[src/rtl/dtd_pkg.sv]
// Package for the date-time difference unit: widths, constants and the month table.
`timescale 1ns / 1ps
package dtd_pkg;

    localparam int YEAR_W    = 14;
    localparam int MONTH_W   = 4;
    localparam int DAY_W     = 5;
    localparam int HOUR_W    = 5;
    localparam int MIN_W     = 6;
    localparam int SEC_W     = 6;
    localparam int DAYS_W    = 23;
    localparam int MD_W      = 9;
    localparam int MAXYEAR_W = 17;

    localparam int MAX_YEAR_DEF = 9999;

    localparam int MAX_HOUR     = 23;
    localparam int MAX_MIN_SEC  = 59;
    localparam int MIN_PER_HOUR = 60;
    localparam int HRS_PER_DAY  = 24;
    localparam int MONTHS       = 12;
    localparam int DAYS_PER_YR  = 365;
    localparam int CENTURY      = 100;

    // floor(y / 100) = (y * 5243) >> 19, exact for y below 43690
    localparam int RECIP_100   = 5243;
    localparam int RECIP_SHIFT = 19;
    localparam int RECIP_W     = 13;
    localparam int PROD_W      = YEAR_W + RECIP_W;
    localparam int QUOT_W      = PROD_W - RECIP_SHIFT;

    // input register to result strobe
    localparam int LATENCY = 5;

    // days in the year before the first of a month, index 0 is January
    function automatic logic [MD_W-1:0] month_start(input logic [MONTH_W-1:0] idx);
        logic [MD_W-1:0] v;
        case (idx)
            4'd0:    v = 9'd0;
            4'd1:    v = 9'd31;
            4'd2:    v = 9'd59;
            4'd3:    v = 9'd90;
            4'd4:    v = 9'd120;
            4'd5:    v = 9'd151;
            4'd6:    v = 9'd181;
            4'd7:    v = 9'd212;
            4'd8:    v = 9'd243;
            4'd9:    v = 9'd273;
            4'd10:   v = 9'd304;
            4'd11:   v = 9'd334;
            default: v = 9'd0;
        endcase
        return v;
    endfunction

endpackage

[src/rtl/date_time_difference_unit.sv]
// Top level of the date-time difference unit: A minus B in days, hours, minutes, seconds.
`timescale 1ns / 1ps
// Usage
//   Input channel: drive both date-times on the i_* field ports and raise start;
//   the item is taken at the rising edge where start is high and busy is low.
//   busy is held low, so an item may be offered in every cycle.
//   Result channel: o_valid strobes for one cycle with o_day_diff (signed),
//   o_hour_diff, o_minute_diff and o_second_diff. The receiver cannot hold
//   results off; one result per item, in the order items were taken.
//   Pipeline: five register stages lie between the accepting edge and o_valid
//   (clamp, year multiply and time borrow chain, leap count, day number,
//   day subtract). Throughput: one item per cycle.
//   Out-of-range fields are clamped (year to MAX_YEAR, month to 1..12,
//   hour to 23, minute and second to 59); day of month is not checked.
//   Reset (i_rst_n low, synchronous) clears the stage valid bits, so any
//   items in flight are dropped and no strobe follows until new items enter.
module date_time_difference_unit #(
    parameter int MAX_YEAR = dtd_pkg::MAX_YEAR_DEF
) (
    input  logic                              i_clk,
    input  logic                              i_rst_n,
    input  logic                              start,
    output logic                              busy,
    input  logic [dtd_pkg::YEAR_W-1:0]        i_year_a,
    input  logic [dtd_pkg::MONTH_W-1:0]       i_month_a,
    input  logic [dtd_pkg::DAY_W-1:0]         i_day_a,
    input  logic [dtd_pkg::HOUR_W-1:0]        i_hour_a,
    input  logic [dtd_pkg::MIN_W-1:0]         i_minute_a,
    input  logic [dtd_pkg::SEC_W-1:0]         i_second_a,
    input  logic [dtd_pkg::YEAR_W-1:0]        i_year_b,
    input  logic [dtd_pkg::MONTH_W-1:0]       i_month_b,
    input  logic [dtd_pkg::DAY_W-1:0]         i_day_b,
    input  logic [dtd_pkg::HOUR_W-1:0]        i_hour_b,
    input  logic [dtd_pkg::MIN_W-1:0]         i_minute_b,
    input  logic [dtd_pkg::SEC_W-1:0]         i_second_b,
    output logic                              o_valid,
    output logic signed [dtd_pkg::DAYS_W-1:0] o_day_diff,
    output logic [dtd_pkg::HOUR_W-1:0]        o_hour_diff,
    output logic [dtd_pkg::MIN_W-1:0]         o_minute_diff,
    output logic [dtd_pkg::SEC_W-1:0]         o_second_diff
);

    localparam int YW = dtd_pkg::YEAR_W;
    localparam int MW = dtd_pkg::MONTH_W;
    localparam int DW = dtd_pkg::DAY_W;
    localparam int HW = dtd_pkg::HOUR_W;
    localparam int NW = dtd_pkg::MIN_W;
    localparam int SW = dtd_pkg::SEC_W;
    localparam int PW = dtd_pkg::PROD_W;
    localparam int QW = dtd_pkg::QUOT_W;
    localparam int TW = dtd_pkg::DAYS_W;
    localparam int KW = dtd_pkg::MD_W;

    localparam logic [dtd_pkg::MAXYEAR_W-1:0] MaxYearW = dtd_pkg::MAXYEAR_W'(MAX_YEAR);

    // ---------------- stage 1: clamp ----------------
    logic [4:0]    r_vld;
    logic [YW-1:0] r1_yr [2];
    logic [MW-1:0] r1_mi [2];
    logic [DW-1:0] r1_dy [2];
    logic [HW-1:0] r1_hr [2];
    logic [NW-1:0] r1_mn [2];
    logic [SW-1:0] r1_sc [2];

    logic [YW-1:0] w_yr [2];
    logic [MW-1:0] w_mo [2];
    logic [DW-1:0] w_dy [2];
    logic [HW-1:0] w_hr [2];
    logic [NW-1:0] w_mn [2];
    logic [SW-1:0] w_sc [2];

    logic [YW-1:0] n1_yr [2];
    logic [MW-1:0] n1_mi [2];
    logic [HW-1:0] n1_hr [2];
    logic [NW-1:0] n1_mn [2];
    logic [SW-1:0] n1_sc [2];

    logic accept;

    assign busy   = 1'b0;
    assign accept = start && !busy;

    assign w_yr[0] = i_year_a;   assign w_yr[1] = i_year_b;
    assign w_mo[0] = i_month_a;  assign w_mo[1] = i_month_b;
    assign w_dy[0] = i_day_a;    assign w_dy[1] = i_day_b;
    assign w_hr[0] = i_hour_a;   assign w_hr[1] = i_hour_b;
    assign w_mn[0] = i_minute_a; assign w_mn[1] = i_minute_b;
    assign w_sc[0] = i_second_a; assign w_sc[1] = i_second_b;

    always_comb begin
        for (int i = 0; i < 2; i++) begin
            n1_yr[i] = ({(dtd_pkg::MAXYEAR_W - YW)'(0), w_yr[i]} > MaxYearW)
                     ? MaxYearW[YW-1:0] : w_yr[i];
            // month kept as table index 0..11
            if (w_mo[i] == '0) begin
                n1_mi[i] = '0;
            end else if (w_mo[i] > MW'(dtd_pkg::MONTHS)) begin
                n1_mi[i] = MW'(dtd_pkg::MONTHS - 1);
            end else begin
                n1_mi[i] = w_mo[i] - MW'(1);
            end
            n1_hr[i] = (w_hr[i] > HW'(dtd_pkg::MAX_HOUR))    ? HW'(dtd_pkg::MAX_HOUR)    : w_hr[i];
            n1_mn[i] = (w_mn[i] > NW'(dtd_pkg::MAX_MIN_SEC)) ? NW'(dtd_pkg::MAX_MIN_SEC) : w_mn[i];
            n1_sc[i] = (w_sc[i] > SW'(dtd_pkg::MAX_MIN_SEC)) ? SW'(dtd_pkg::MAX_MIN_SEC) : w_sc[i];
        end
    end

    // ---------------- stage 2: year multiplies, month table, time borrow chain ----------------
    logic [YW-1:0] r2_yr   [2];
    logic [PW-1:0] r2_prod [2];
    logic [TW-1:0] r2_y365 [2];
    logic [KW-1:0] r2_md   [2];
    logic          r2_late [2];
    logic [HW-1:0] r2_hr;
    logic [NW-1:0] r2_mn;
    logic [SW-1:0] r2_sc;
    logic          r2_brw;

    logic [PW-1:0] n2_prod [2];
    logic [TW-1:0] n2_y365 [2];
    logic [KW-1:0] n2_md   [2];
    logic          n2_late [2];
    logic [SW:0]   w_ds;
    logic [NW:0]   w_dm;
    logic [HW:0]   w_dh;
    logic [HW-1:0] n2_hr;
    logic [NW-1:0] n2_mn;
    logic [SW-1:0] n2_sc;
    logic          n2_brw;

    always_comb begin
        for (int i = 0; i < 2; i++) begin
            n2_prod[i] = PW'(r1_yr[i]) * PW'(dtd_pkg::RECIP_100);
            n2_y365[i] = TW'(r1_yr[i]) * TW'(dtd_pkg::DAYS_PER_YR);
            n2_md[i]   = dtd_pkg::month_start(r1_mi[i]) + KW'(r1_dy[i]);
            n2_late[i] = (r1_mi[i] > MW'(1));
        end
        // mixed-radix subtract, borrow ripples seconds -> minutes -> hours -> days
        w_ds  = {1'b0, r1_sc[0]} - {1'b0, r1_sc[1]};
        n2_sc = w_ds[SW] ? SW'(w_ds + (SW+1)'(dtd_pkg::MIN_PER_HOUR)) : w_ds[SW-1:0];
        w_dm  = {1'b0, r1_mn[0]} - {1'b0, r1_mn[1]} - (NW+1)'(w_ds[SW]);
        n2_mn = w_dm[NW] ? NW'(w_dm + (NW+1)'(dtd_pkg::MIN_PER_HOUR)) : w_dm[NW-1:0];
        w_dh  = {1'b0, r1_hr[0]} - {1'b0, r1_hr[1]} - (HW+1)'(w_dm[NW]);
        n2_hr = w_dh[HW] ? HW'(w_dh + (HW+1)'(dtd_pkg::HRS_PER_DAY)) : w_dh[HW-1:0];
        n2_brw = w_dh[HW];
    end

    // ---------------- stage 3: leap count and leap-day adjust ----------------
    logic [TW-1:0] r3_base [2];
    logic [KW-1:0] r3_md   [2];
    logic [HW-1:0] r3_hr;
    logic [NW-1:0] r3_mn;
    logic [SW-1:0] r3_sc;
    logic          r3_brw;

    logic [QW-1:0] w_q    [2];
    logic [YW-1:0] w_q100 [2];
    logic          w_z100 [2];
    logic          w_z400 [2];
    logic          w_leap [2];
    logic [YW:0]   w_c4   [2];
    logic [TW-1:0] n3_base [2];
    logic [KW-1:0] n3_md   [2];

    always_comb begin
        for (int i = 0; i < 2; i++) begin
            w_q[i]    = r2_prod[i][PW-1:dtd_pkg::RECIP_SHIFT];
            w_q100[i] = YW'(w_q[i]) * YW'(dtd_pkg::CENTURY);
            w_z100[i] = (r2_yr[i] == w_q100[i]);
            w_z400[i] = w_z100[i] && (w_q[i][1:0] == 2'b00);
            w_leap[i] = ((r2_yr[i][1:0] == 2'b00) && !w_z100[i]) || w_z400[i];
            w_c4[i]   = ({1'b0, r2_yr[i]} + (YW+1)'(3)) >> 2;
            // leap years before y: ceil(y/4) - ceil(y/100) + ceil(y/400)
            n3_base[i] = r2_y365[i] + TW'(w_c4[i]) - TW'(w_q[i]) - TW'(!w_z100[i])
                       + TW'(w_q[i] >> 2) + TW'(!w_z400[i]);
            n3_md[i]   = r2_md[i] + KW'(w_leap[i] && r2_late[i]);
        end
    end

    // ---------------- stage 4: day numbers ----------------
    logic [TW-1:0] r4_dn [2];
    logic [HW-1:0] r4_hr;
    logic [NW-1:0] r4_mn;
    logic [SW-1:0] r4_sc;
    logic          r4_brw;

    logic [TW-1:0] n4_dn [2];

    always_comb begin
        for (int i = 0; i < 2; i++) begin
            n4_dn[i] = r3_base[i] + TW'(r3_md[i]);
        end
    end

    // ---------------- stage 5: day difference with borrow ----------------
    logic [TW-1:0] r5_days;
    logic [HW-1:0] r5_hr;
    logic [NW-1:0] r5_mn;
    logic [SW-1:0] r5_sc;

    logic [TW:0]   w_diff;
    logic [TW-1:0] n5_days;

    always_comb begin
        w_diff  = {1'b0, r4_dn[0]} - {1'b0, r4_dn[1]} - (TW+1)'(r4_brw);
        n5_days = w_diff[TW-1:0];
    end

    // valid bits
    always_ff @(posedge i_clk) begin
        if (!i_rst_n) begin
            r_vld <= '0;
        end else begin
            r_vld <= {r_vld[3:0], accept};
        end
    end

    // payload, no reset
    always_ff @(posedge i_clk) begin
        for (int i = 0; i < 2; i++) begin
            r1_yr[i]   <= n1_yr[i];
            r1_mi[i]   <= n1_mi[i];
            r1_dy[i]   <= w_dy[i];
            r1_hr[i]   <= n1_hr[i];
            r1_mn[i]   <= n1_mn[i];
            r1_sc[i]   <= n1_sc[i];
            r2_yr[i]   <= r1_yr[i];
            r2_prod[i] <= n2_prod[i];
            r2_y365[i] <= n2_y365[i];
            r2_md[i]   <= n2_md[i];
            r2_late[i] <= n2_late[i];
            r3_base[i] <= n3_base[i];
            r3_md[i]   <= n3_md[i];
            r4_dn[i]   <= n4_dn[i];
        end
        r2_hr   <= n2_hr;
        r2_mn   <= n2_mn;
        r2_sc   <= n2_sc;
        r2_brw  <= n2_brw;
        r3_hr   <= r2_hr;
        r3_mn   <= r2_mn;
        r3_sc   <= r2_sc;
        r3_brw  <= r2_brw;
        r4_hr   <= r3_hr;
        r4_mn   <= r3_mn;
        r4_sc   <= r3_sc;
        r4_brw  <= r3_brw;
        r5_days <= n5_days;
        r5_hr   <= r4_hr;
        r5_mn   <= r4_mn;
        r5_sc   <= r4_sc;
    end

    assign o_valid       = r_vld[4];
    assign o_day_diff    = signed'(r5_days);
    assign o_hour_diff   = r5_hr;
    assign o_minute_diff = r5_mn;
    assign o_second_diff = r5_sc;

endmodule

[config.mk]
export PLATFORM = sky130hd
export DESIGN_NAME = date_time_difference_unit
export DESIGN_NICKNAME = d
export VERILOG_FILES = /design/src/rtl/dtd_pkg.sv /design/src/rtl/date_time_difference_unit.sv
export SDC_FILE = /design/constraint.sdc
export NUM_CORES = 1
export LEC_CHECK = 0
export CAP_MARGIN = 5
export CELL_PAD_IN_SITES_DETAIL_PLACEMENT = 1
export CELL_PAD_IN_SITES_GLOBAL_PLACEMENT = 2
export CORE_ASPECT_RATIO = 1.5
export CORE_MARGIN = 3
export CORE_UTILIZATION = 40
export CTS_CLUSTER_SIZE = 28
export DETAILED_ROUTE_END_ITERATION = 8
export DONT_BUFFER_PORTS = 1
export PLACE_DENSITY_LB_ADDON = 0.1
export SLEW_MARGIN = 15
export SYNTH_ARGS = -nofsm -noshare
export SYNTH_HDL_FRONTEND = slang
export SYNTH_SLANG_ARGS = --single-unit
[constraint.sdc]
create_clock -name i_clk -period 15.5 [get_ports i_clk]
set_input_delay 0 -clock i_clk [delete_from_list [all_inputs] [get_ports i_clk]]
set_output_delay 0 -clock i_clk [all_outputs]
set_load 0.005 [all_outputs]
==> impl_metrics.xml, run 1 <==
<?xml version="1.0" encoding="UTF-8"?>
<metrics>
  <group name="finish">
    <metric name="layout.core_utilization" unit="">0.458</metric>
    <metric name="antenna-diode-count" unit="">0</metric>
    <metric name="instances_no_fill" unit="">3965</metric>
    <metric name="layout-drive-gt1-share" unit="">0.0305</metric>
    <metric name="final_nets" unit="">3879</metric>
    <metric name="final.fill_count" unit="">7914</metric>
    <metric name="syn2layout_area_growth" unit="%">13.1</metric>
  </group>
  <group name="clock_tree">
    <metric name="cts_root_buffer" unit="">sky130_fd_sc_hd__clkbuf_16</metric>
    <metric name="postCtsResizedCells" unit="">0</metric>
    <metric name="cts.sink_count" unit="">395</metric>
    <metric name="clkSlewWorstSetupHoldPaths" unit="ns">0.06</metric>
    <metric name="clock_tree.htree_level_count" unit="">2</metric>
    <metric name="post_cts_setup_buffer_count" unit="">0</metric>
    <metric name="tritoncts" unit="">yes</metric>
    <metric name="tritoncts_buffers" unit="">43</metric>
    <metric name="clock_tree.buffer_depth" unit="">3</metric>
    <metric name="clock_insertion_delay_worst_skew" unit="ns">0.58</metric>
  </group>
  <group name="synth">
    <metric name="synth_enable_flop_cells" unit="">0</metric>
    <metric name="post_synth_num_cell_types" unit="">71</metric>
    <metric name="synthesis.area_per_instance" unit="sq um">10.1</metric>
    <metric name="synth_sequential_area_ratio" unit="">0.273</metric>
    <metric name="cells_after_synth" unit="">2872</metric>
    <metric name="synth_ff_type" unit="">sky130_fd_sc_hd__dfxtp_1</metric>
    <metric name="yosysTopAreaCellShare" unit="">0.273</metric>
    <metric name="ys_async_sr_fraction" unit="">0</metric>
    <metric name="yosysTopAreaCell" unit="">sky130_fd_sc_hd__dfxtp_1</metric>
    <metric name="ys_seq_elements" unit="">395</metric>
    <metric name="synth_warnings" unit="">0</metric>
    <metric name="mappedNetlistNets" unit="">3732</metric>
    <metric name="post_synth_instance_area" unit="sq um">28900</metric>
    <metric name="synth.area.top_cells" unit="">sky130_fd_sc_hd__dfxtp_1 27%, sky130_fd_sc_hd__ha_1 22%, sky130_fd_sc_hd__fa_1 18%</metric>
  </group>
  <group name="placed_design">
    <metric name="gp_congestion" unit="">0.835</metric>
    <metric name="hpwlAfterDp" unit="mm">57.2</metric>
    <metric name="placed_cells" unit="">3762</metric>
    <metric name="port-buffer-count" unit="">0</metric>
    <metric name="dp_worst_setup_slack" unit="ns">7.81</metric>
  </group>
  <group name="sta">
    <metric name="min_period" unit="ns">7.61</metric>
    <metric name="finalWorstSetupSlack" unit="ns">7.89</metric>
    <metric name="hold_ws" unit="ns">-0.000292</metric>
    <metric name="fmax" unit="MHz">131</metric>
    <metric name="tightestPinTransition" unit="ns">1.02</metric>
    <metric name="final_setup_violation_count" unit="">0</metric>
    <metric name="finalSetupTns" unit="ns">0</metric>
    <metric name="max-slew-margin-rel" unit="">0.315</metric>
    <metric name="timing.final.max_slew_violations" unit="">0</metric>
    <metric name="report.final.hold_viol_count" unit="">1</metric>
    <metric name="grt_setup_unrepaired" unit="">false</metric>
    <metric name="timing.final.crit_share" unit="">0.491</metric>
    <metric name="timing.clock.skew" unit="ns">0.0225</metric>
  </group>
  <group name="global_route">
    <metric name="grt_first_pass_wirelength" unit="mm">113</metric>
    <metric name="global_route.usage.met3" unit="">0.0264</metric>
    <metric name="grt_start_max_net_pins" unit="">16</metric>
    <metric name="groute.layer.met1.usage" unit="">0.206</metric>
    <metric name="antenna_found_initial" unit="">0</metric>
    <metric name="first_global_vias" unit="">21900</metric>
    <metric name="gr-total-overflow" unit="">0</metric>
    <metric name="grt_busiest_layer" unit="">met2</metric>
    <metric name="globalRouteTotalUtil" unit="">0.187</metric>
    <metric name="globalRouteMet2Util" unit="">0.368</metric>
  </group>
  <group name="setup_path">
    <metric name="critical_path_at" unit="ns">8.10</metric>
    <metric name="cp_slowest_stage_delay" unit="ns">0.56</metric>
    <metric name="cp-start-kind" unit="">flip-flop</metric>
    <metric name="cp_top_family" unit="">adder cells</metric>
    <metric name="critical_path.slowest_cell" unit="">sky130_fd_sc_hd__fa_1</metric>
    <metric name="worst-setup-path-type" unit="">reg2reg</metric>
    <metric name="crit_top_cell" unit="">sky130_fd_sc_hd__fa_1</metric>
    <metric name="maximum_fanout_along_the_worst_path" unit="">5</metric>
    <metric name="critical_path_buf_inv_count" unit="">3</metric>
    <metric name="setup.worst_path.end_class" unit="">flip-flop</metric>
    <metric name="cp_data_required_time" unit="ns">15.99</metric>
  </group>
  <group name="status">
    <metric name="run_status" unit="">finished, violations left</metric>
    <metric name="violations" unit="">negative hold slack</metric>
  </group>
  <group name="detailed_routing">
    <metric name="drt_first_pass_iters" unit="">4</metric>
    <metric name="via_count" unit="">19200</metric>
    <metric name="post_drt_wl_per_cell" unit="um">17.3</metric>
    <metric name="wirelength" unit="mm">68.4</metric>
    <metric name="avgViaCountPerCell" unit="">4.84</metric>
    <metric name="drt_iter0_markers" unit="">420</metric>
    <metric name="drcViolationCount" unit="">0</metric>
    <metric name="ant_nets" unit="">0</metric>
  </group>
  <group name="flow_run">
    <metric name="maxCapViolCount" unit="">0</metric>
  </group>
  <group name="floorplanning">
    <metric name="die_w" unit="um">226</metric>
    <metric name="placeableCoreArea" unit="sq um">71500</metric>
    <metric name="initial_core_util" unit="">0.405</metric>
    <metric name="fp.dieArea" unit="sq um">75600</metric>
    <metric name="io_pins" unit="">125</metric>
    <metric name="die_height" unit="um">335</metric>
    <metric name="num_rows" unit="">120</metric>
  </group>
  <group name="worst_hold_path">
    <metric name="timing.hold.worst.class" unit="">in2reg</metric>
  </group>
</metrics>
registers in the layout, summed over array words and instances (netlist names), 18 cells and up:
signal and cells:
r2_yr 24, r4_dn 46, r2_md 18, r1_yr 28, r2_prod 18, r3_md 18
r2_y365 44, o_day_diff 23, r3_base 46
path summary, 6_finish.rpt:
kind / startpoint / endpoint / slack (ns) / cells past startpoint
setup / recovery: r2_prod[0][21] / r3_base[0][22] / 7.89 / 26
hold / removal: i_year_a[4] / r1_yr[0][8] / -0.0003 / 4
setup reg to reg: r2_prod[0][21] / r3_base[0][22] / 7.89 / 26
hold reg to reg: r2_mn[4] / r3_mn[4] / 0.33 / 0
kinds of logic (layout without fill, tap and decap cells):
group | Yosys count | after routing | synth area share
fa+ha+maj | 777 | 777 | 0.403
buf+inv | 609 | 787 | 0.0792
mux | 6 | 6 | 0.00221
compound gates | 386 | 386 | 0.0866
xor+xnor | 259 | 259 | 0.0784
simple gates | 439 | 439 | 0.0766
other cells | 1 | 1 | 0.000130
flops | 395 | 395 | 0.273
synth_stat cells, drive strengths merged (4+ instances only):
master and instances:
nand3 37, and3 19, ha 518, o211ai 5, o21a 20, o2111ai 4
nor3 23, nand2b 44, a31oi 12, xnor2 180, and4 6, a21o 59
a21oi 116, o22ai 5, a211o 5, xor2 79, or3 11, nor2 118
inv 584, fa 259, nor2b 29, and2 18, a2111oi 4, nand4 24
or2 5, nor4 8, o21ai 77, clkbuf 23, dfxtp 395, o21bai 19
a22oi 5, nand2 83, o31ai 6, a21boi 15, nand3b 7, a211oi 9
worst reg2reg max path, stage by stage (launching register included):
cell and delay, ns:
sky130_fd_sc_hd__dfxtp_1 0.43, sky130_fd_sc_hd__ha_1 0.28, sky130_fd_sc_hd__ha_1 0.30, sky130_fd_sc_hd__ha_1 0.30, sky130_fd_sc_hd__inv_1 0.06, sky130_fd_sc_hd__fa_1 0.56, sky130_fd_sc_hd__xor2_1 0.15, sky130_fd_sc_hd__nand4_1 0.11
sky130_fd_sc_hd__or4_1 0.55, sky130_fd_sc_hd__or4_1 0.43, sky130_fd_sc_hd__nor4_2 0.31, sky130_fd_sc_hd__fa_1 0.49, sky130_fd_sc_hd__inv_1 0.08, sky130_fd_sc_hd__fa_1 0.43, sky130_fd_sc_hd__fa_1 0.49, sky130_fd_sc_hd__inv_1 0.04
sky130_fd_sc_hd__ha_1 0.21, sky130_fd_sc_hd__fa_1 0.41, sky130_fd_sc_hd__a21o_1 0.18, sky130_fd_sc_hd__a21oi_2 0.21, sky130_fd_sc_hd__nor3_1 0.11, sky130_fd_sc_hd__nor4_1 0.42, sky130_fd_sc_hd__nor3_1 0.13, sky130_fd_sc_hd__a2111o_1 0.32
sky130_fd_sc_hd__a31o_1 0.21, sky130_fd_sc_hd__a21oi_1 0.17, sky130_fd_sc_hd__xnor2_1 0.14
stage by stage:
step | hold slack (ns) | cell area, sq um
CTS | 0.00147 | 32700
detailed placement | 0.0278 | 30000
floorplan | 0.0277 | 28900
global placement | 0.0278 | 30000
finish | -0.000292 | 32700
global route | 0.0276 | 32700
cells in the final DEF, fill, tap and decap left out, types with 22 or more instances in the layout:
master / instances
sky130_fd_sc_hd__nor2b_1: 29
sky130_fd_sc_hd__nor2_1: 118
sky130_fd_sc_hd__inv_1: 582
sky130_fd_sc_hd__nor3_1: 22
sky130_fd_sc_hd__a21oi_1: 112
sky130_fd_sc_hd__dfxtp_1: 395
sky130_fd_sc_hd__clkbuf_16: 43
sky130_fd_sc_hd__dlygate4sd3_1: 127
sky130_fd_sc_hd__nand2_1: 83
sky130_fd_sc_hd__nand3_1: 37
sky130_fd_sc_hd__o21ai_1: 40
sky130_fd_sc_hd__nand2b_1: 44
sky130_fd_sc_hd__nand4_1: 24
sky130_fd_sc_hd__fa_1: 259
sky130_fd_sc_hd__ha_1: 518
sky130_fd_sc_hd__xor2_1: 79
sky130_fd_sc_hd__a21o_1: 59
sky130_fd_sc_hd__o21ai_0: 37
sky130_fd_sc_hd__xnor2_1: 180
cell type report:
cell class                      instances  area (sq um)  share of cell area
Inverter                              584          2190              0.0670
Multi-Input combinational cell       1868         18700               0.572
Sequential cell                       395          7910               0.242
Tap cell                              915          1140              0.0350
Clock buffer                           55          1190              0.0364
Timing Repair Buffer                  127          1270              0.0389
Clock inverter                         21           285             0.00872
what timing repair did:
| action | in CTS | in global routing |
|---|---|---|
| endpoints found under the setup margin | 0 | 0 |
| endpoints found under the hold margin | 85 | 0 |
| hold buffers | 127 | 0 |
per-layer routing:
metal	up-vias	share of wire
met2	224	0.55
li1	9555	-
met1	9336	0.39
met4	0	0.029
met5	-	0
met3	92	0.028
Power of run 1 is left out: the tool's default activity adds up to more than one toggle a clock period on the data nets, which glitch-free logic cannot reach.
==> inputs of run 2 (changes only) <==
- CORE_UTILIZATION: 40 -> 39
- clock period: 15.5 -> 6.8 ns (I/O delays scaled with it)
==> impl_metrics.xml, run 2 (synthesis results as in run 1) <==
<?xml version="1.0" encoding="UTF-8"?>
<metrics>
  <group name="status">
    <metric name="run_status" unit="">finished, violations left</metric>
    <metric name="violations" unit="">negative hold slack, negative setup slack</metric>
  </group>
  <group name="finish">
    <metric name="final_nets" unit="">3935</metric>
    <metric name="mostFrequentLayoutCell" unit="">sky130_fd_sc_hd__inv_1</metric>
    <metric name="multi_input_combinational_cell_area" unit="sq um">19100</metric>
    <metric name="layout.cells.most_common_list" unit="">576 x sky130_fd_sc_hd__inv_1, 499 x sky130_fd_sc_hd__ha_1, 388 x sky130_fd_sc_hd__dfxtp_1, 256 x sky130_fd_sc_hd__fa_1, 178 x sky130_fd_sc_hd__xnor2_1</metric>
    <metric name="reg.largest.list" unit="">r3_base: 46 flops, r4_dn: 46 flops, r2_y365: 44 flops</metric>
    <metric name="design_area" unit="sq um">33600</metric>
    <metric name="final-seq-area" unit="sq um">7930</metric>
    <metric name="layout-drive-gt1-share" unit="">0.0685</metric>
    <metric name="final.fill_count" unit="">8098</metric>
    <metric name="syn2layout_area_growth" unit="%">16.4</metric>
  </group>
  <group name="floorplanning">
    <metric name="die_w" unit="um">228</metric>
    <metric name="io_pins" unit="">125</metric>
    <metric name="num_rows" unit="">121</metric>
    <metric name="die_height" unit="um">340</metric>
    <metric name="placeableCoreArea" unit="sq um">73000</metric>
    <metric name="fp.dieArea" unit="sq um">77500</metric>
    <metric name="initial_core_util" unit="">0.396</metric>
  </group>
  <group name="clock_tree">
    <metric name="clock_insertion_delay_worst_skew" unit="ns">0.59</metric>
    <metric name="tritoncts_buffers" unit="">43</metric>
    <metric name="clock_tree.buffer_depth" unit="">3</metric>
    <metric name="cts_root_buffer" unit="">sky130_fd_sc_hd__clkbuf_16</metric>
    <metric name="cts.sink_count" unit="">395</metric>
    <metric name="clkSlewWorstSetupHoldPaths" unit="ns">0.06</metric>
    <metric name="clock_tree.htree_level_count" unit="">2</metric>
    <metric name="tritoncts" unit="">yes</metric>
  </group>
  <group name="global_route">
    <metric name="globalRouteTotalUtil" unit="">0.187</metric>
    <metric name="grt_start_max_net_pins" unit="">15</metric>
    <metric name="grt_first_pass_wirelength" unit="mm">116</metric>
    <metric name="first_global_vias" unit="">22500</metric>
    <metric name="gr-total-overflow" unit="">0</metric>
    <metric name="antenna_found_initial" unit="">1</metric>
  </group>
  <group name="placed_design">
    <metric name="hpwlAfterDp" unit="mm">58.5</metric>
    <metric name="dp_worst_setup_slack" unit="ns">-0.469</metric>
    <metric name="placed_area" unit="sq um">30400</metric>
    <metric name="gp_congestion" unit="">0.832</metric>
    <metric name="port-buffer-count" unit="">0</metric>
  </group>
  <group name="detailed_routing">
    <metric name="post_drt_wl_per_cell" unit="um">17.2</metric>
    <metric name="drt_first_pass_iters" unit="">4</metric>
    <metric name="ant_nets" unit="">0</metric>
    <metric name="drt_iter0_markers" unit="">395</metric>
    <metric name="wirelength" unit="mm">70.6</metric>
    <metric name="via_count" unit="">19600</metric>
    <metric name="avgViaCountPerCell" unit="">4.78</metric>
    <metric name="drcViolationCount" unit="">0</metric>
  </group>
  <group name="flow_run">
    <metric name="maxCapViolCount" unit="">0</metric>
  </group>
  <group name="setup_path">
    <metric name="cp-start-kind" unit="">flip-flop</metric>
    <metric name="setup.worst_path.end_class" unit="">flip-flop</metric>
    <metric name="rr_startpoint" unit="">r2_prod[0][20]</metric>
    <metric name="worst-setup-path-type" unit="">reg2reg</metric>
    <metric name="maximum_fanout_along_the_worst_path" unit="">4</metric>
    <metric name="setup.worst_path.start" unit="">r2_prod[0][20]</metric>
    <metric name="cp_data_required_time" unit="ns">7.32</metric>
    <metric name="critical_path.slowest_cell" unit="">sky130_fd_sc_hd__fa_1</metric>
    <metric name="cp_slowest_stage_delay" unit="ns">0.55</metric>
    <metric name="critical_path_at" unit="ns">7.51</metric>
  </group>
  <group name="sta">
    <metric name="tightestPinTransition" unit="ns">0.687</metric>
    <metric name="grt_setup_unrepaired" unit="">true</metric>
    <metric name="timing.clock.skew" unit="ns">0.0136</metric>
    <metric name="report.final.hold_viol_count" unit="">4</metric>
    <metric name="timing.final.max_slew_violations" unit="">0</metric>
    <metric name="max-slew-margin-rel" unit="">0.539</metric>
    <metric name="min_period" unit="ns">6.99</metric>
    <metric name="hold_ws" unit="ns">-0.0172</metric>
    <metric name="finalWorstSetupSlack" unit="ns">-0.189</metric>
    <metric name="fmax" unit="MHz">143</metric>
    <metric name="timing.final.crit_share" unit="">1.03</metric>
    <metric name="final_setup_violation_count" unit="">1</metric>
  </group>
  <group name="worst_hold_path">
    <metric name="timing.hold.worst.start" unit="">i_year_a[4]</metric>
    <metric name="timing.hold.worst.class" unit="">in2reg</metric>
  </group>
</metrics>
-- run 2: layout make-up --
cell class | instances | share of cell area
Antenna cell | 1 | 0.0000744
Clock buffer | 56 | 0.0358
Clock inverter | 23 | 0.00751
Inverter | 584 | 0.0651
Multi-Input combinational cell | 1868 | 0.569
Sequential cell | 395 | 0.236
Tap cell | 984 | 0.0366
Timing Repair Buffer | 183 | 0.0505
-- run 2: critical path, delay by kind of cell (launching register included) --
| family | cells | cell delay [ns] |
|---|---|---|
| buffers and inverters | 5 | 0.44 |
| AND/OR/NAND/NOR | 7 | 1.54 |
| XOR/XNOR | 2 | 0.27 |
| flip-flops | 1 | 0.36 |
| AO/OA/AOI/OAI | 5 | 1.13 |
| adder cells (fa/ha/maj) | 9 | 3.18 |
-- run 2: path summary, 6_finish.rpt --
path                       to  slack, ns  cells after the start
min reg2reg  o_second_diff[1]       0.33                      0
max            r3_base[0][22]      -0.19                     28
min               r1_yr[0][6]      -0.02                      4
max reg2reg    r3_base[0][22]      -0.19                     28
-- run 2: routing by layer --
layer	routed length [um]	vias to the layer above	track usage
met1	27800	9525	0.204
met3	1930	108	0.0256
li1	-	9693	-
met2	38500	241	0.365
met4	2470	0	0.0619
met5	0	-	0
-- run 2: per-stage QoR --
stage,setup TNS [ns],std cells,utilization,hold slack (ns)
floorplan,0,2872,-,0.0277
global placement,-1.16,3873,0.416,0.0278
detailed placement,-2.25,3873,0.416,0.0278
CTS,-0.354,4093,0.459,0.000609
global route,-0.973,4094,0.461,0.00718
finish,-0.189,4094,0.461,-0.0172
-- run 2: timing repair --
item / in CTS / in global routing
endpoints found under the hold margin: 85 / 0
endpoints found under the setup margin: 12 / 14
pin swaps: 45 / 35
resized for setup: 41 / 33
hold buffers: 129 / 0
setup buffers: 12 / 6
Power of run 2 is left out for the same reason.
==> inputs of run 3 (changes only) <==
- CELL_PAD_IN_SITES_DETAIL_PLACEMENT: 1 -> 0
- CELL_PAD_IN_SITES_GLOBAL_PLACEMENT: 2 -> 1
- CORE_UTILIZATION: 39 -> 40
==> impl_metrics.xml, run 3 (synthesis results as in run 1) <==
<?xml version="1.0" encoding="UTF-8"?>
<metrics>
  <group name="floorplanning">
    <metric name="die_height" unit="um">335</metric>
    <metric name="initial_core_util" unit="">0.405</metric>
    <metric name="placeableCoreArea" unit="sq um">71500</metric>
    <metric name="num_rows" unit="">120</metric>
    <metric name="fp.dieArea" unit="sq um">75600</metric>
    <metric name="io_pins" unit="">125</metric>
    <metric name="die_w" unit="um">226</metric>
  </group>
  <group name="global_route">
    <metric name="antenna_found_initial" unit="">1</metric>
    <metric name="grt_start_max_net_pins" unit="">15</metric>
    <metric name="first_global_vias" unit="">20900</metric>
    <metric name="gr-total-overflow" unit="">0</metric>
    <metric name="grt_first_pass_wirelength" unit="mm">105</metric>
    <metric name="globalRouteTotalUtil" unit="">0.175</metric>
  </group>
  <group name="setup_path">
    <metric name="critical_path.slowest_cell" unit="">sky130_fd_sc_hd__or4_4</metric>
    <metric name="maximum_fanout_along_the_worst_path" unit="">3</metric>
    <metric name="setup.worst_path.end_class" unit="">flip-flop</metric>
    <metric name="cp_data_required_time" unit="ns">7.29</metric>
    <metric name="worst_r2r_path_depth" unit="">28</metric>
    <metric name="critical_path.endpoint" unit="">r3_base[0][22]</metric>
    <metric name="cp_slowest_stage_delay" unit="ns">0.51</metric>
    <metric name="cp-start-kind" unit="">flip-flop</metric>
    <metric name="rr_startpoint" unit="">r2_prod[0][20]</metric>
    <metric name="worst_r2r_endpoint" unit="">r3_base[0][22]</metric>
    <metric name="critical_path_at" unit="ns">7.37</metric>
    <metric name="setup.worst_path.start" unit="">r2_prod[0][20]</metric>
    <metric name="r2r_setup_slack" unit="ns">-0.08</metric>
    <metric name="worst-setup-path-type" unit="">reg2reg</metric>
  </group>
  <group name="sta">
    <metric name="timing.final.crit_share" unit="">1.01</metric>
    <metric name="finalWorstSetupSlack" unit="ns">-0.0772</metric>
    <metric name="max-slew-margin-rel" unit="">0.258</metric>
    <metric name="fmax" unit="MHz">145</metric>
    <metric name="final_setup_violation_count" unit="">1</metric>
    <metric name="timing.clock.skew" unit="ns">0.0143</metric>
    <metric name="timing.final.max_slew_violations" unit="">0</metric>
    <metric name="min_period" unit="ns">6.88</metric>
    <metric name="finalSetupTns" unit="ns">-0.0772</metric>
    <metric name="report.final.hold_viol_count" unit="">0</metric>
    <metric name="tightestPinTransition" unit="ns">1.10</metric>
    <metric name="grt_setup_unrepaired" unit="">true</metric>
  </group>
  <group name="finish">
    <metric name="layout.cells.most_common_list" unit="">574 x sky130_fd_sc_hd__inv_1, 499 x sky130_fd_sc_hd__ha_1, 390 x sky130_fd_sc_hd__dfxtp_1, 257 x sky130_fd_sc_hd__fa_1, 178 x sky130_fd_sc_hd__xnor2_1</metric>
    <metric name="syn2layout_area_growth" unit="%">16.3</metric>
    <metric name="reg.largest.list" unit="">r3_base: 46 flops, r4_dn: 46 flops, r2_y365: 44 flops</metric>
    <metric name="final.fill_count" unit="">6748</metric>
    <metric name="mostFrequentLayoutCell" unit="">sky130_fd_sc_hd__inv_1</metric>
    <metric name="final_nets" unit="">3945</metric>
    <metric name="layout-drive-gt1-share" unit="">0.0668</metric>
    <metric name="multi_input_combinational_cell_area" unit="sq um">19100</metric>
    <metric name="final-seq-area" unit="sq um">7920</metric>
  </group>
  <group name="placed_design">
    <metric name="gp_congestion" unit="">0.844</metric>
    <metric name="dp_worst_setup_slack" unit="ns">-0.422</metric>
    <metric name="port-buffer-count" unit="">0</metric>
    <metric name="hpwlAfterDp" unit="mm">52.4</metric>
  </group>
  <group name="clock_tree">
    <metric name="tritoncts_buffers" unit="">44</metric>
    <metric name="clkSlewWorstSetupHoldPaths" unit="ns">0.06</metric>
    <metric name="clock_tree.htree_level_count" unit="">2</metric>
    <metric name="cts_root_buffer" unit="">sky130_fd_sc_hd__clkbuf_16</metric>
    <metric name="clock_tree.buffer_depth" unit="">3</metric>
    <metric name="cts.sink_count" unit="">395</metric>
    <metric name="tritoncts" unit="">yes</metric>
    <metric name="clock_insertion_delay_worst_skew" unit="ns">0.58</metric>
  </group>
  <group name="detailed_routing">
    <metric name="wirelength" unit="mm">63.3</metric>
    <metric name="ant_nets" unit="">0</metric>
    <metric name="via_count" unit="">19100</metric>
    <metric name="drcViolationCount" unit="">0</metric>
    <metric name="avgViaCountPerCell" unit="">4.74</metric>
    <metric name="drt_first_pass_iters" unit="">5</metric>
    <metric name="post_drt_wl_per_cell" unit="um">15.7</metric>
    <metric name="drt_iter0_markers" unit="">685</metric>
  </group>
  <group name="flow_run">
    <metric name="maxCapViolCount" unit="">0</metric>
  </group>
  <group name="worst_hold_path">
    <metric name="timing.hold.worst.class" unit="">in2reg</metric>
  </group>
  <group name="status">
    <metric name="violations" unit="">negative setup slack</metric>
    <metric name="run_status" unit="">finished, violations left</metric>
  </group>
</metrics>
[run 3: cell types whose count changed in the layout (fill, tap and decap cells not counted), sizes merged]
| cell | delta |
|---|---|
| buf | +2 |
| clkbuf | +1 |
| clkinv | -4 |
| clkinvlp | +1 |
| dlygate4sd3 | +7 |
[run 3: timing repair]
item,in CTS,in global routing
setup endpoints to repair,13,16
pin swaps,45,40
hold buffers,136,0
buffers inserted,7,9
resized for setup,40,30
endpoints found under the hold margin,85,0
[run 3: per-stage QoR]
stage / std cells / util / instance area (sq um) / hold WS (ns)
after detailed placement: 3802 / 0.424 / 30300 / 0.0278
final: 4032 / 0.470 / 33600 / 0.0601
after CTS: 4022 / 0.467 / 33400 / 0.00175
after global placement: 3802 / 0.424 / 30300 / 0.0278
after floorplan: 2872 / - / 28900 / 0.0277
after global routing: 4031 / 0.470 / 33600 / 0.0406
[run 3: worst min path at each step]
stage / end / cells past startpoint / startpoint
after global placement: r1_dy[0][4] / 0 / i_day_a[4]
final: r1_mn[0][11] / 1 / i_minute_b[5]
after floorplan: r1_dy[0][0] / 0 / i_day_a[0]
after CTS: r1_hr[0][6] / 2 / i_hour_b[1]
after global routing: r1_mn[0][11] / 1 / i_minute_b[5]
after detailed placement: r1_dy[0][2] / 0 / i_day_a[2]
[run 3: critical path, delay by kind of cell, from the launching register on]
family	cells	cell delay, ns
xor gates and xnor gates	2	0.28
DFF	1	0.37
adders and majority gates	9	3.03
and+or+nand+nor	7	1.64
AOI/OAI and AO/OA	5	1.05
buffers and inverters	5	0.42
[run 3: per-layer routing]
metal | wire, um | vias to the layer above | GRT usage
li1 | - | 9720 | -
met1 | 26000 | 9012 | 0.199
met2 | 33300 | 254 | 0.331
met3 | 1860 | 105 | 0.0253
met4 | 2130 | 2 | 0.0576
met5 | 13 | - | 0
[run 3: cell type report]
type                    instances  share of cell area
diodes                          1           0.0000744
clock buffers                  57              0.0369
clock inverters                20             0.00618
inverters                     584              0.0653
multi-input cells            1868               0.569
flip-flops and latches        395               0.236
well taps                     915              0.0341
repair buffers                192              0.0531
Power of run 3 is left out for the same reason.
